## src/rtl/core/wsp_pdu_deframer_macros.svh

```systemverilog
// Assertion macros used by the deframer RTL.
`ifndef WSP_PDU_DEFRAMER_MACROS_SVH
`define WSP_PDU_DEFRAMER_MACROS_SVH

// Same-cycle implication, disabled while in reset.
`define WSPD_ASSERT_NOW(lbl, clk, rst_n, ante, cons, msg) \
  lbl: assert property (@(posedge clk) disable iff (!rst_n) (ante) |-> (cons)) \
    else $error(msg);

// Next-cycle implication, disabled while in reset.
`define WSPD_ASSERT_NEXT(lbl, clk, rst_n, ante, cons, msg) \
  lbl: assert property (@(posedge clk) disable iff (!rst_n) (ante) |=> (cons)) \
    else $error(msg);

`endif

```

## src/rtl/core/wspd_pkg.sv

```systemverilog
// Types and constants of the WSP PDU deframer.
package wspd_pkg;

  localparam int unsigned CFG_IDX_W = 8;

  localparam logic [CFG_IDX_W-1:0] CFG_REPLY_TYPE = 8'd0;
  localparam logic [CFG_IDX_W-1:0] CFG_PUSH_TYPE  = 8'd1;

  localparam logic [7:0] REPLY_TYPE_RST = 8'd4;
  localparam logic [7:0] PUSH_TYPE_RST  = 8'd6;

  // uintvar length field is at most five octets
  localparam logic [2:0] UV_MAX_OCTETS = 3'd5;

  localparam logic [2:0] KIND_TID     = 3'd0;
  localparam logic [2:0] KIND_TYPE    = 3'd1;
  localparam logic [2:0] KIND_STATUS  = 3'd2;
  localparam logic [2:0] KIND_LEN     = 3'd3;
  localparam logic [2:0] KIND_HDR     = 3'd4;
  localparam logic [2:0] KIND_BODY    = 3'd5;
  localparam logic [2:0] KIND_DISCARD = 3'd6;

  localparam logic [2:0] ERR_NONE    = 3'd0;
  localparam logic [2:0] ERR_SHORT   = 3'd1;
  localparam logic [2:0] ERR_TYPE    = 3'd2;
  localparam logic [2:0] ERR_UINTVAR = 3'd3;
  localparam logic [2:0] ERR_OVERRUN = 3'd4;

  localparam logic PDU_REPLY = 1'b0;
  localparam logic PDU_PUSH  = 1'b1;

  typedef enum logic [2:0] {
    PH_TID,
    PH_TYPE,
    PH_STATUS,
    PH_LEN,
    PH_HDR,
    PH_BODY,
    PH_DISCARD
  } phase_t;

  typedef struct packed {
    logic [7:0] pdu_byte;
    logic       last_byte;
  } wspd_in_t;

  typedef struct packed {
    logic [7:0]  data_byte;
    logic [2:0]  field_kind;
    logic        pdu_end;
    logic [2:0]  error_code;
    logic        pdu_kind;
    logic [7:0]  transaction_id;
    logic [31:0] header_length;
  } wspd_out_t;

  typedef struct packed {
    logic [7:0] reply_type_code;
    logic [7:0] push_type_code;
  } wspd_cfg_t;

endpackage

```

## src/rtl/core/wspd_cfg_regs.sv

```systemverilog
// Configuration registers: reply and push type codes.
module wspd_cfg_regs (
  input  logic                          clk,
  input  logic                          rst_n,
  input  logic                          cfg_valid,
  output logic                          cfg_ready,
  input  logic [wspd_pkg::CFG_IDX_W-1:0] cfg_index,
  input  logic [7:0]                    cfg_data,
  output wspd_pkg::wspd_cfg_t           cfg_o
);
  import wspd_pkg::*;

  logic [7:0] reply_code_r;
  logic [7:0] push_code_r;

  assign cfg_ready = 1'b1;

  always_ff @(posedge clk) begin
    if (!rst_n) begin
      reply_code_r <= REPLY_TYPE_RST;
      push_code_r  <= PUSH_TYPE_RST;
    end else if (cfg_valid && cfg_ready) begin
      // writes to unknown indexes are dropped
      if (cfg_index == CFG_REPLY_TYPE) begin
        reply_code_r <= cfg_data;
      end
      if (cfg_index == CFG_PUSH_TYPE) begin
        push_code_r <= cfg_data;
      end
    end
  end

  assign cfg_o.reply_type_code = reply_code_r;
  assign cfg_o.push_type_code  = push_code_r;

endmodule

```

## src/rtl/core/wspd_in_stage.sv

```systemverilog
// Input register stage for incoming octets.
module wspd_in_stage (
  input  logic               clk,
  input  logic               rst_n,
  input  logic               in_valid,
  output logic               in_stall,
  input  wspd_pkg::wspd_in_t in_data,
  input  logic               adv,
  output logic               item_valid,
  output wspd_pkg::wspd_in_t item
);
  import wspd_pkg::*;

  logic     valid_r;
  logic     valid_nxt;
  wspd_in_t data_r;
  logic     take;

  // a held octet that cannot move on blocks the input
  assign in_stall = valid_r && !adv;
  assign take     = in_valid && !in_stall;

  always_comb begin
    valid_nxt = valid_r;
    if (take) begin
      valid_nxt = 1'b1;
    end else if (adv) begin
      valid_nxt = 1'b0;
    end
  end

  always_ff @(posedge clk) begin
    if (!rst_n) begin
      valid_r <= 1'b0;
    end else begin
      valid_r <= valid_nxt;
    end
  end

  always_ff @(posedge clk) begin
    if (take) begin
      data_r <= in_data;
    end
  end

  assign item_valid = valid_r;
  assign item       = data_r;

endmodule

```

## src/rtl/core/wspd_parse_core.sv

```systemverilog
// Per-PDU parse state and the single-step octet classifier.
`include "wsp_pdu_deframer_macros.svh"

module wspd_parse_core (
  input  logic                clk,
  input  logic                rst_n,
  input  logic                step,
  input  wspd_pkg::wspd_in_t  item,
  input  wspd_pkg::wspd_cfg_t cfg_i,
  output wspd_pkg::wspd_out_t res
);
  import wspd_pkg::*;

  phase_t      phase_r, phase_nxt;
  logic [7:0]  id_r, id_nxt;
  logic        kind_r, kind_nxt;
  logic [31:0] acc_r, acc_nxt;
  logic [2:0]  cnt_r, cnt_nxt;
  logic        top_r, top_nxt;
  logic [31:0] rem_r, rem_nxt;
  logic [2:0]  err_r, err_nxt;

  logic [7:0]  b;
  logic [2:0]  cnt_inc;
  logic [2:0]  fkind;
  logic        set_err;
  logic [2:0]  set_code;
  logic [2:0]  end_err;

  assign b = item.pdu_byte;

  always_ff @(posedge clk) begin
    if (!rst_n) begin
      phase_r <= PH_TID;
      id_r    <= '0;
      kind_r  <= PDU_REPLY;
      acc_r   <= '0;
      cnt_r   <= '0;
      top_r   <= 1'b0;
      rem_r   <= '0;
      err_r   <= ERR_NONE;
    end else if (step) begin
      phase_r <= phase_nxt;
      id_r    <= id_nxt;
      kind_r  <= kind_nxt;
      acc_r   <= acc_nxt;
      cnt_r   <= cnt_nxt;
      top_r   <= top_nxt;
      rem_r   <= rem_nxt;
      err_r   <= err_nxt;
    end
  end

  always_comb begin
    phase_nxt = phase_r;
    id_nxt    = id_r;
    kind_nxt  = kind_r;
    acc_nxt   = acc_r;
    cnt_nxt   = cnt_r;
    top_nxt   = top_r;
    rem_nxt   = rem_r;
    err_nxt   = err_r;
    set_err   = 1'b0;
    set_code  = ERR_NONE;
    fkind     = KIND_DISCARD;
    cnt_inc   = cnt_r + 3'd1;
    end_err   = ERR_NONE;

    unique case (phase_r)
      PH_TID: begin
        fkind     = KIND_TID;
        id_nxt    = b;
        phase_nxt = PH_TYPE;
      end
      PH_TYPE: begin
        fkind = KIND_TYPE;
        // reply wins when both codes match
        if (b == cfg_i.reply_type_code) begin
          kind_nxt  = PDU_REPLY;
          phase_nxt = PH_STATUS;
        end else if (b == cfg_i.push_type_code) begin
          kind_nxt  = PDU_PUSH;
          phase_nxt = PH_LEN;
        end else begin
          kind_nxt = PDU_REPLY;
          set_err  = 1'b1;
          set_code = ERR_TYPE;
        end
      end
      PH_STATUS: begin
        fkind     = KIND_STATUS;
        phase_nxt = PH_LEN;
      end
      PH_LEN: begin
        fkind = KIND_LEN;
        if (cnt_r == 3'd0) begin
          top_nxt = |b[6:4];
        end
        acc_nxt = {acc_r[24:0], b[6:0]};
        cnt_nxt = cnt_inc;
        if (b[7]) begin
          if (cnt_inc >= UV_MAX_OCTETS) begin
            set_err  = 1'b1;
            set_code = ERR_UINTVAR;
          end
        end else if (cnt_inc >= UV_MAX_OCTETS && top_nxt) begin
          set_err  = 1'b1;
          set_code = ERR_UINTVAR;
        end else begin
          rem_nxt   = acc_nxt;
          phase_nxt = (acc_nxt != 32'd0) ? PH_HDR : PH_BODY;
        end
      end
      PH_HDR: begin
        fkind   = KIND_HDR;
        rem_nxt = rem_r - 32'd1;
        if (rem_nxt == 32'd0) begin
          phase_nxt = PH_BODY;
        end
      end
      PH_BODY: begin
        fkind = KIND_BODY;
      end
      default: begin
        fkind     = KIND_DISCARD;
        phase_nxt = PH_DISCARD;
      end
    endcase

    if (set_err) begin
      if (err_r == ERR_NONE) begin
        err_nxt = set_code;
      end
      phase_nxt = PH_DISCARD;
    end

    // end-of-PDU checks on where the octet left the parser
    end_err = err_nxt;
    if (err_nxt == ERR_NONE) begin
      if (phase_nxt == PH_TYPE || phase_nxt == PH_STATUS || phase_nxt == PH_LEN) begin
        end_err = ERR_SHORT;
      end else if (phase_nxt == PH_HDR) begin
        end_err = ERR_OVERRUN;
      end
    end

    res.data_byte      = b;
    res.field_kind     = fkind;
    res.pdu_end        = item.last_byte;
    res.error_code     = ERR_NONE;
    res.pdu_kind       = PDU_REPLY;
    res.transaction_id = '0;
    res.header_length  = '0;

    if (item.last_byte) begin
      res.error_code     = end_err;
      res.pdu_kind       = kind_nxt;
      res.transaction_id = id_nxt;
      res.header_length  = acc_nxt;
      phase_nxt = PH_TID;
      id_nxt    = '0;
      kind_nxt  = PDU_REPLY;
      acc_nxt   = '0;
      cnt_nxt   = '0;
      top_nxt   = 1'b0;
      rem_nxt   = '0;
      err_nxt   = ERR_NONE;
    end
  end

  `WSPD_ASSERT_NOW(a_err_discard, clk, rst_n, err_r != ERR_NONE, phase_r == PH_DISCARD, "error without discard phase")
  `WSPD_ASSERT_NOW(a_discard_err, clk, rst_n, phase_r == PH_DISCARD, err_r != ERR_NONE, "discard phase without error")
  `WSPD_ASSERT_NOW(a_hdr_rem, clk, rst_n, phase_r == PH_HDR, rem_r != 32'd0, "header phase with nothing left")
  `WSPD_ASSERT_NOW(a_cnt_max, clk, rst_n, 1'b1, cnt_r <= UV_MAX_OCTETS, "uintvar octet count too high")
  `WSPD_ASSERT_NEXT(a_end_clear, clk, rst_n, step && item.last_byte, phase_r == PH_TID && err_r == ERR_NONE && cnt_r == 3'd0, "state not cleared after last octet")

endmodule

```

## src/rtl/core/wspd_out_stage.sv

```systemverilog
// Result register with valid/stall handshake toward the consumer.
module wspd_out_stage (
  input  logic                clk,
  input  logic                rst_n,
  input  logic                item_valid,
  input  wspd_pkg::wspd_out_t res,
  output logic                adv,
  output logic                out_valid,
  input  logic                out_stall,
  output wspd_pkg::wspd_out_t out_data
);
  import wspd_pkg::*;

  logic      valid_r;
  logic      valid_nxt;
  wspd_out_t data_r;

  // the result register can load unless it holds a stalled transaction
  assign adv = item_valid && !(valid_r && out_stall);

  always_comb begin
    valid_nxt = valid_r && out_stall;
    if (adv) begin
      valid_nxt = 1'b1;
    end
  end

  always_ff @(posedge clk) begin
    if (!rst_n) begin
      valid_r <= 1'b0;
    end else begin
      valid_r <= valid_nxt;
    end
  end

  always_ff @(posedge clk) begin
    if (adv) begin
      data_r <= res;
    end
  end

  assign out_valid = valid_r;
  assign out_data  = data_r;

endmodule

```

## src/rtl/core/wsp_pdu_deframer.sv

```systemverilog
// Top level of the connectionless WSP PDU deframer.
// Takes one received octet per clock unless stalled and returns one tagged result per
// octet, in order. Sustained rate is one octet per cycle while out_stall stays low; an
// accepted octet is captured in the input register, and its result is loaded into the
// result register once that register can take it. The parse state update that each
// octet makes for the next is the combinational step between the registers. A stalled
// result holds the input register, which stalls the input in the same cycle. Registers:
// index 0 reply type code (reset 4), index 1 push type code (reset 6); writes to other
// indexes are ignored and the port is always ready. Summary fields (error, kind, id,
// header length) are nonzero only on the result marked pdu_end.
module wsp_pdu_deframer (
  input  logic                           clk,
  input  logic                           rst_n,
  input  logic                           in_valid,
  output logic                           in_stall,
  input  wspd_pkg::wspd_in_t             in_data,
  output logic                           out_valid,
  input  logic                           out_stall,
  output wspd_pkg::wspd_out_t            out_data,
  input  logic                           cfg_valid,
  output logic                           cfg_ready,
  input  logic [wspd_pkg::CFG_IDX_W-1:0] cfg_index,
  input  logic [7:0]                     cfg_data
);
  import wspd_pkg::*;

  wspd_cfg_t cfg;
  wspd_in_t  item;
  wspd_out_t res;
  logic      item_valid;
  logic      adv;

  wspd_cfg_regs u_cfg (
    .clk       (clk),
    .rst_n     (rst_n),
    .cfg_valid (cfg_valid),
    .cfg_ready (cfg_ready),
    .cfg_index (cfg_index),
    .cfg_data  (cfg_data),
    .cfg_o     (cfg)
  );

  wspd_in_stage u_in (
    .clk        (clk),
    .rst_n      (rst_n),
    .in_valid   (in_valid),
    .in_stall   (in_stall),
    .in_data    (in_data),
    .adv        (adv),
    .item_valid (item_valid),
    .item       (item)
  );

  wspd_parse_core u_core (
    .clk   (clk),
    .rst_n (rst_n),
    .step  (adv),
    .item  (item),
    .cfg_i (cfg),
    .res   (res)
  );

  wspd_out_stage u_out (
    .clk        (clk),
    .rst_n      (rst_n),
    .item_valid (item_valid),
    .res        (res),
    .adv        (adv),
    .out_valid  (out_valid),
    .out_stall  (out_stall),
    .out_data   (out_data)
  );

endmodule

```

## config.mk

```make
export PLATFORM = sky130hd
export DESIGN_NAME = wsp_pdu_deframer
export DESIGN_NICKNAME = d
export VERILOG_FILES = /design/src/rtl/core/wspd_pkg.sv /design/src/rtl/core/wspd_cfg_regs.sv /design/src/rtl/core/wspd_in_stage.sv /design/src/rtl/core/wspd_parse_core.sv /design/src/rtl/core/wspd_out_stage.sv /design/src/rtl/core/wsp_pdu_deframer.sv
export VERILOG_INCLUDE_DIRS = /design/src /design/src/rtl/core
export SDC_FILE = /design/constraint.sdc
export NUM_CORES = 1
export LEC_CHECK = 0
export ABC_AREA = 1
export BUFFER_PORTS_ARGS = -buffer_cell sky130_fd_sc_hd__buf_4
export CORE_ASPECT_RATIO = 2
export CORE_UTILIZATION = 55
export DETAILED_ROUTE_END_ITERATION = 10
export GPL_ROUTABILITY_DRIVEN = 1
export PLACE_DENSITY_LB_ADDON = 0.05
export SLEW_MARGIN = 20
export SYNTH_ARGS = -nofsm -noshare
export SYNTH_HDL_FRONTEND = slang
export SYNTH_SLANG_ARGS = --single-unit
```

## constraint.sdc

```tcl
create_clock -name clk -period 3.6 [get_ports clk]
set_input_delay 0.18 -clock clk [delete_from_list [all_inputs] [get_ports clk]]
set_output_delay 0.18 -clock clk [all_outputs]
set_load 0.01 [all_outputs]
```

==> results.py <==
metrics = {
    "run_status": {
        "status": "complete, no violations",
    },
    "pwr": {
        "ir_drop_v": 0.000416,
        "p_leak_nw": 3.97,
        "p_seq_share_pct": 46.7,
        "switching_share_pct": 27.4,
        "internal_power_w": 0.00317,
        "finalPower_w": 0.00437,
        "p_clk_share_pct": 40.8,
        "switchingPower_w": 0.00120,
        "p_per_area_mw_per_mm2": 451,
        "pwr-share-comb_pct": 12.4,
    },
    "sta": {
        "maxSlewHeadroom_pct": 40.9,
        "hold_violations": 0,
        "final-setup-viol-count": 0,
        "tightest_slew_ns": 0.886,
        "fin_skew_ns": 0.00924,
        "tns_ns": 0,
        "period_share_pct": 75.6,
        "hold_slack_ns": 0.0110,
        "fin_crit_ns": 2.72,
        "grt_setup_unrepaired": "no",
        "fin_ws_ns": 0.879,
        "drv_slew": 0,
        "fmax_mhz": 367,
    },
    "global_route": {
        "grt_overflow": 0,
        "grt_max_degree": 60,
        "grt_util_all_layers_pct": 33.1,
        "grt_pass1_vias": 7386,
        "antenna_found_initial": 0,
        "grt_first_pass_wirelength_um": 37600,
    },
    "critical_path": {
        "critPathArrivalTime_ns": 3.01,
        "end_kind": "register",
        "crit_type": "reg -> reg",
        "startpoint_type": "register",
        "crit_fanout": 27,
        "cp.required_ns": 3.89,
    },
    "yosys": {
        "synth_edf_count": 65,
        "ys_types": 43,
        "synth_top_area_share_pct": 24.3,
        "ys_seq_area_share_pct": 47.9,
        "ys_async_sr_fraction_pct": 0,
        "syn_avg_cell_area_um2": 7.67,
        "syn_area_mm2": 0.00830,
        "ys_top_cells_by_count": "nand2_1, nor2_1, dfxtp_1",
        "yosysTopAreaCell": "dfxtp_1",
        "ys_ff_latch": 166,
        "synthCells": 1082,
        "yosys-top-cells-area": "dfxtp_1, edfxtp_1, nand2_1, nor2_1, o21ai_0",
        "yosysMostFrequentCell": "nand2_1",
        "synth_ff_type": "dfxtp_1",
        "synth_nets": 1116,
        "yosysWarnings": 0,
    },
    "final_layout": {
        "diodes": 0,
        "seqCellArea_mm2": 0.00397,
        "multi_input_area_mm2": 0.00369,
        "final_nets": 1189,
        "syn_to_final_growth_pct": 16.9,
        "nFillCells": 1409,
        "design_area_mm2": 0.00971,
        "drive_above_1_share_pct": 13.4,
    },
    "place": {
        "hpwl_um": 17200,
        "globalplace.congestion": 0.971,
        "place.port_buffers": 87,
        "dp_slack_ns": 0.863,
        "place_area_mm2": 0.00901,
    },
    "drt": {
        "num_vias": 7438,
        "viasPerCell": 5.46,
        "routed_wl_um": 24100,
        "wl_per_cell_um": 17.7,
        "ant_nets": 0,
        "dr.pass1.iters": 5,
        "drc": 0,
        "drtIter0Drc": 468,
    },
    "clock_tree": {
        "cts_tree": "done",
        "cts_hold_repair.buffers": 12,
        "htree_levels": 4,
        "numClockSinks": 166,
        "cts_buffer_depth": 2,
        "numCtsBuffers": 17,
        "cts_resized": 0,
        "cts_setup_buffers": 0,
        "clkTransAtPathRegs_ns": 0.07,
        "cts-root-buf": "clkbuf_16",
        "clock_latency_ns": 0.43,
    },
    "die": {
        "fp-row-count": 63,
        "die_h_um": 176,
        "initial_core_util_pct": 56.0,
        "dieWidth_um": 88.9,
        "io_pins": 89,
        "coreArea_mm2": 0.0148,
        "die_area_mm2": 0.0156,
    },
    "min_path": {
        "hold_path.class": "in -> reg",
    },
    "run": {
        "maxCapViolations": 0,
    },
}
==> cell usage in the layout (no fill, tap or decap), types with 2 or more instances in the layout <==
cell / n
dfxtp_1: 101
clkbuf_16: 19
a2bb2oi_1: 15
dlygate4sd3_1: 12
inv_1: 98
inv_6: 5
o22ai_1: 22
o21ai_0: 82
xnor2_1: 7
nor2_4: 7
clkinv_4: 2
nand3_2: 2
nand2_1: 249
edfxtp_1: 65
nand3_1: 32
nor2_1: 185
xor2_1: 13
ha_1: 4
nand2_2: 5
clkinv_2: 4
nor4_1: 2
o21ai_1: 6
nor3_1: 5
a21oi_1: 49
and2_1: 21
o211ai_1: 13
inv_2: 3
mux2i_1: 6
buf_4: 94
nand4_1: 16
nor2_2: 7
==> path summary, 6_finish.rpt <==
kind / startpoint / endpoint / slack, ns / cells past startpoint
worst min-delay path: cfg_data[5] / u_cfg.push_code_r[5] / 0.01 / 3
worst min register to register: u_core.err_r[2] / u_core.err_r[2] / 0.46 / 2
worst max-delay path: u_core.phase_r[1] / u_core.rem_r[20] / 0.88 / 7
worst max register to register: u_core.phase_r[1] / u_core.rem_r[20] / 0.88 / 7
==> per-stage QoR <==
| stage | cells | utilization, % |
|---|---|---|
| 3_3_place_gp | 1319 | 60.8 |
| 6_report | 1363 | 65.5 |
| 2_1_floorplan | 1082 | - |
| 3_5_place_dp | 1319 | 60.8 |
| 4_1_cts | 1363 | 65.5 |
| 5_1_grt | 1363 | 65.5 |
==> state kept, by name, summed over array words and instances, names as in the netlist, 3 cells and up <==
| signal | flops |
|---|---|
| u_core.err_r | 3 |
| u_core.acc_r | 32 |
| u_cfg.reply_code_r | 8 |
| u_core.rem_r | 32 |
| u_in.item | 9 |
| u_core.phase_r | 3 |
| u_core.cnt_r | 3 |
| u_cfg.push_code_r | 8 |
| u_core.id_r | 8 |
| u_out.out_data | 56 |
==> final cells by class <==
type / count / area share, %
clock inverter: 11 / 0.877
inverter: 104 / 4.05
timing repair buffer: 106 / 8.51
sequential: 166 / 40.9
clock buffer: 21 / 5.08
tap: 195 / 2.51
multi-input combinational: 760 / 38.0
==> critical path, cell delays in order (launching register included) <==
cell     delay [ns]
dfxtp_1        0.51
nand2_2        0.12
nor2_4         0.48
o31ai_1        0.21
a31oi_4        0.47
inv_1          0.52
nand2_1        0.18
a21oi_1        0.08
==> metal layers <==
layer | vias to the layer above | share of wire, % | GRT usage (%)
li1 | 3681 | - | -
met3 | 99 | 4.7 | 7.28
met2 | 235 | 54 | 59.0
met1 | 3423 | 33 | 31.6
met4 | 0 | 7.7 | 25.2
met5 | - | 0 | 0
==> logic make-up (layout without fill, tap and decap cells) <==
kind of cell               Yosys count  after routing  share of synthesized area [%]
DFF                                166            166                           47.9
and+or+nand+nor                    536            536                           27.5
muxes                                6              6                          0.723
xor gates and xnor gates            20             20                           2.11
AOI/OAI and AO/OA                  193            193                           13.4
other                                1              1                         0.0452
buffers and inverters              156            242                           7.76
adders and majority gates            4              4                          0.603
==> power by group through the flow <==
stage	Clock (W)	Sequential (W)	Combinational, W
6_report	0.00179	0.00204	0.000543
5_1_grt	0.00187	0.00205	0.000600
4_1_cts	0.00180	0.00204	0.000525
3_5_place_dp	0	0.00209	0.000512
3_3_place_gp	0	0.00209	0.000510
2_1_floorplan	0	0.00208	0.000330
(Power assumes the default switching activity.)
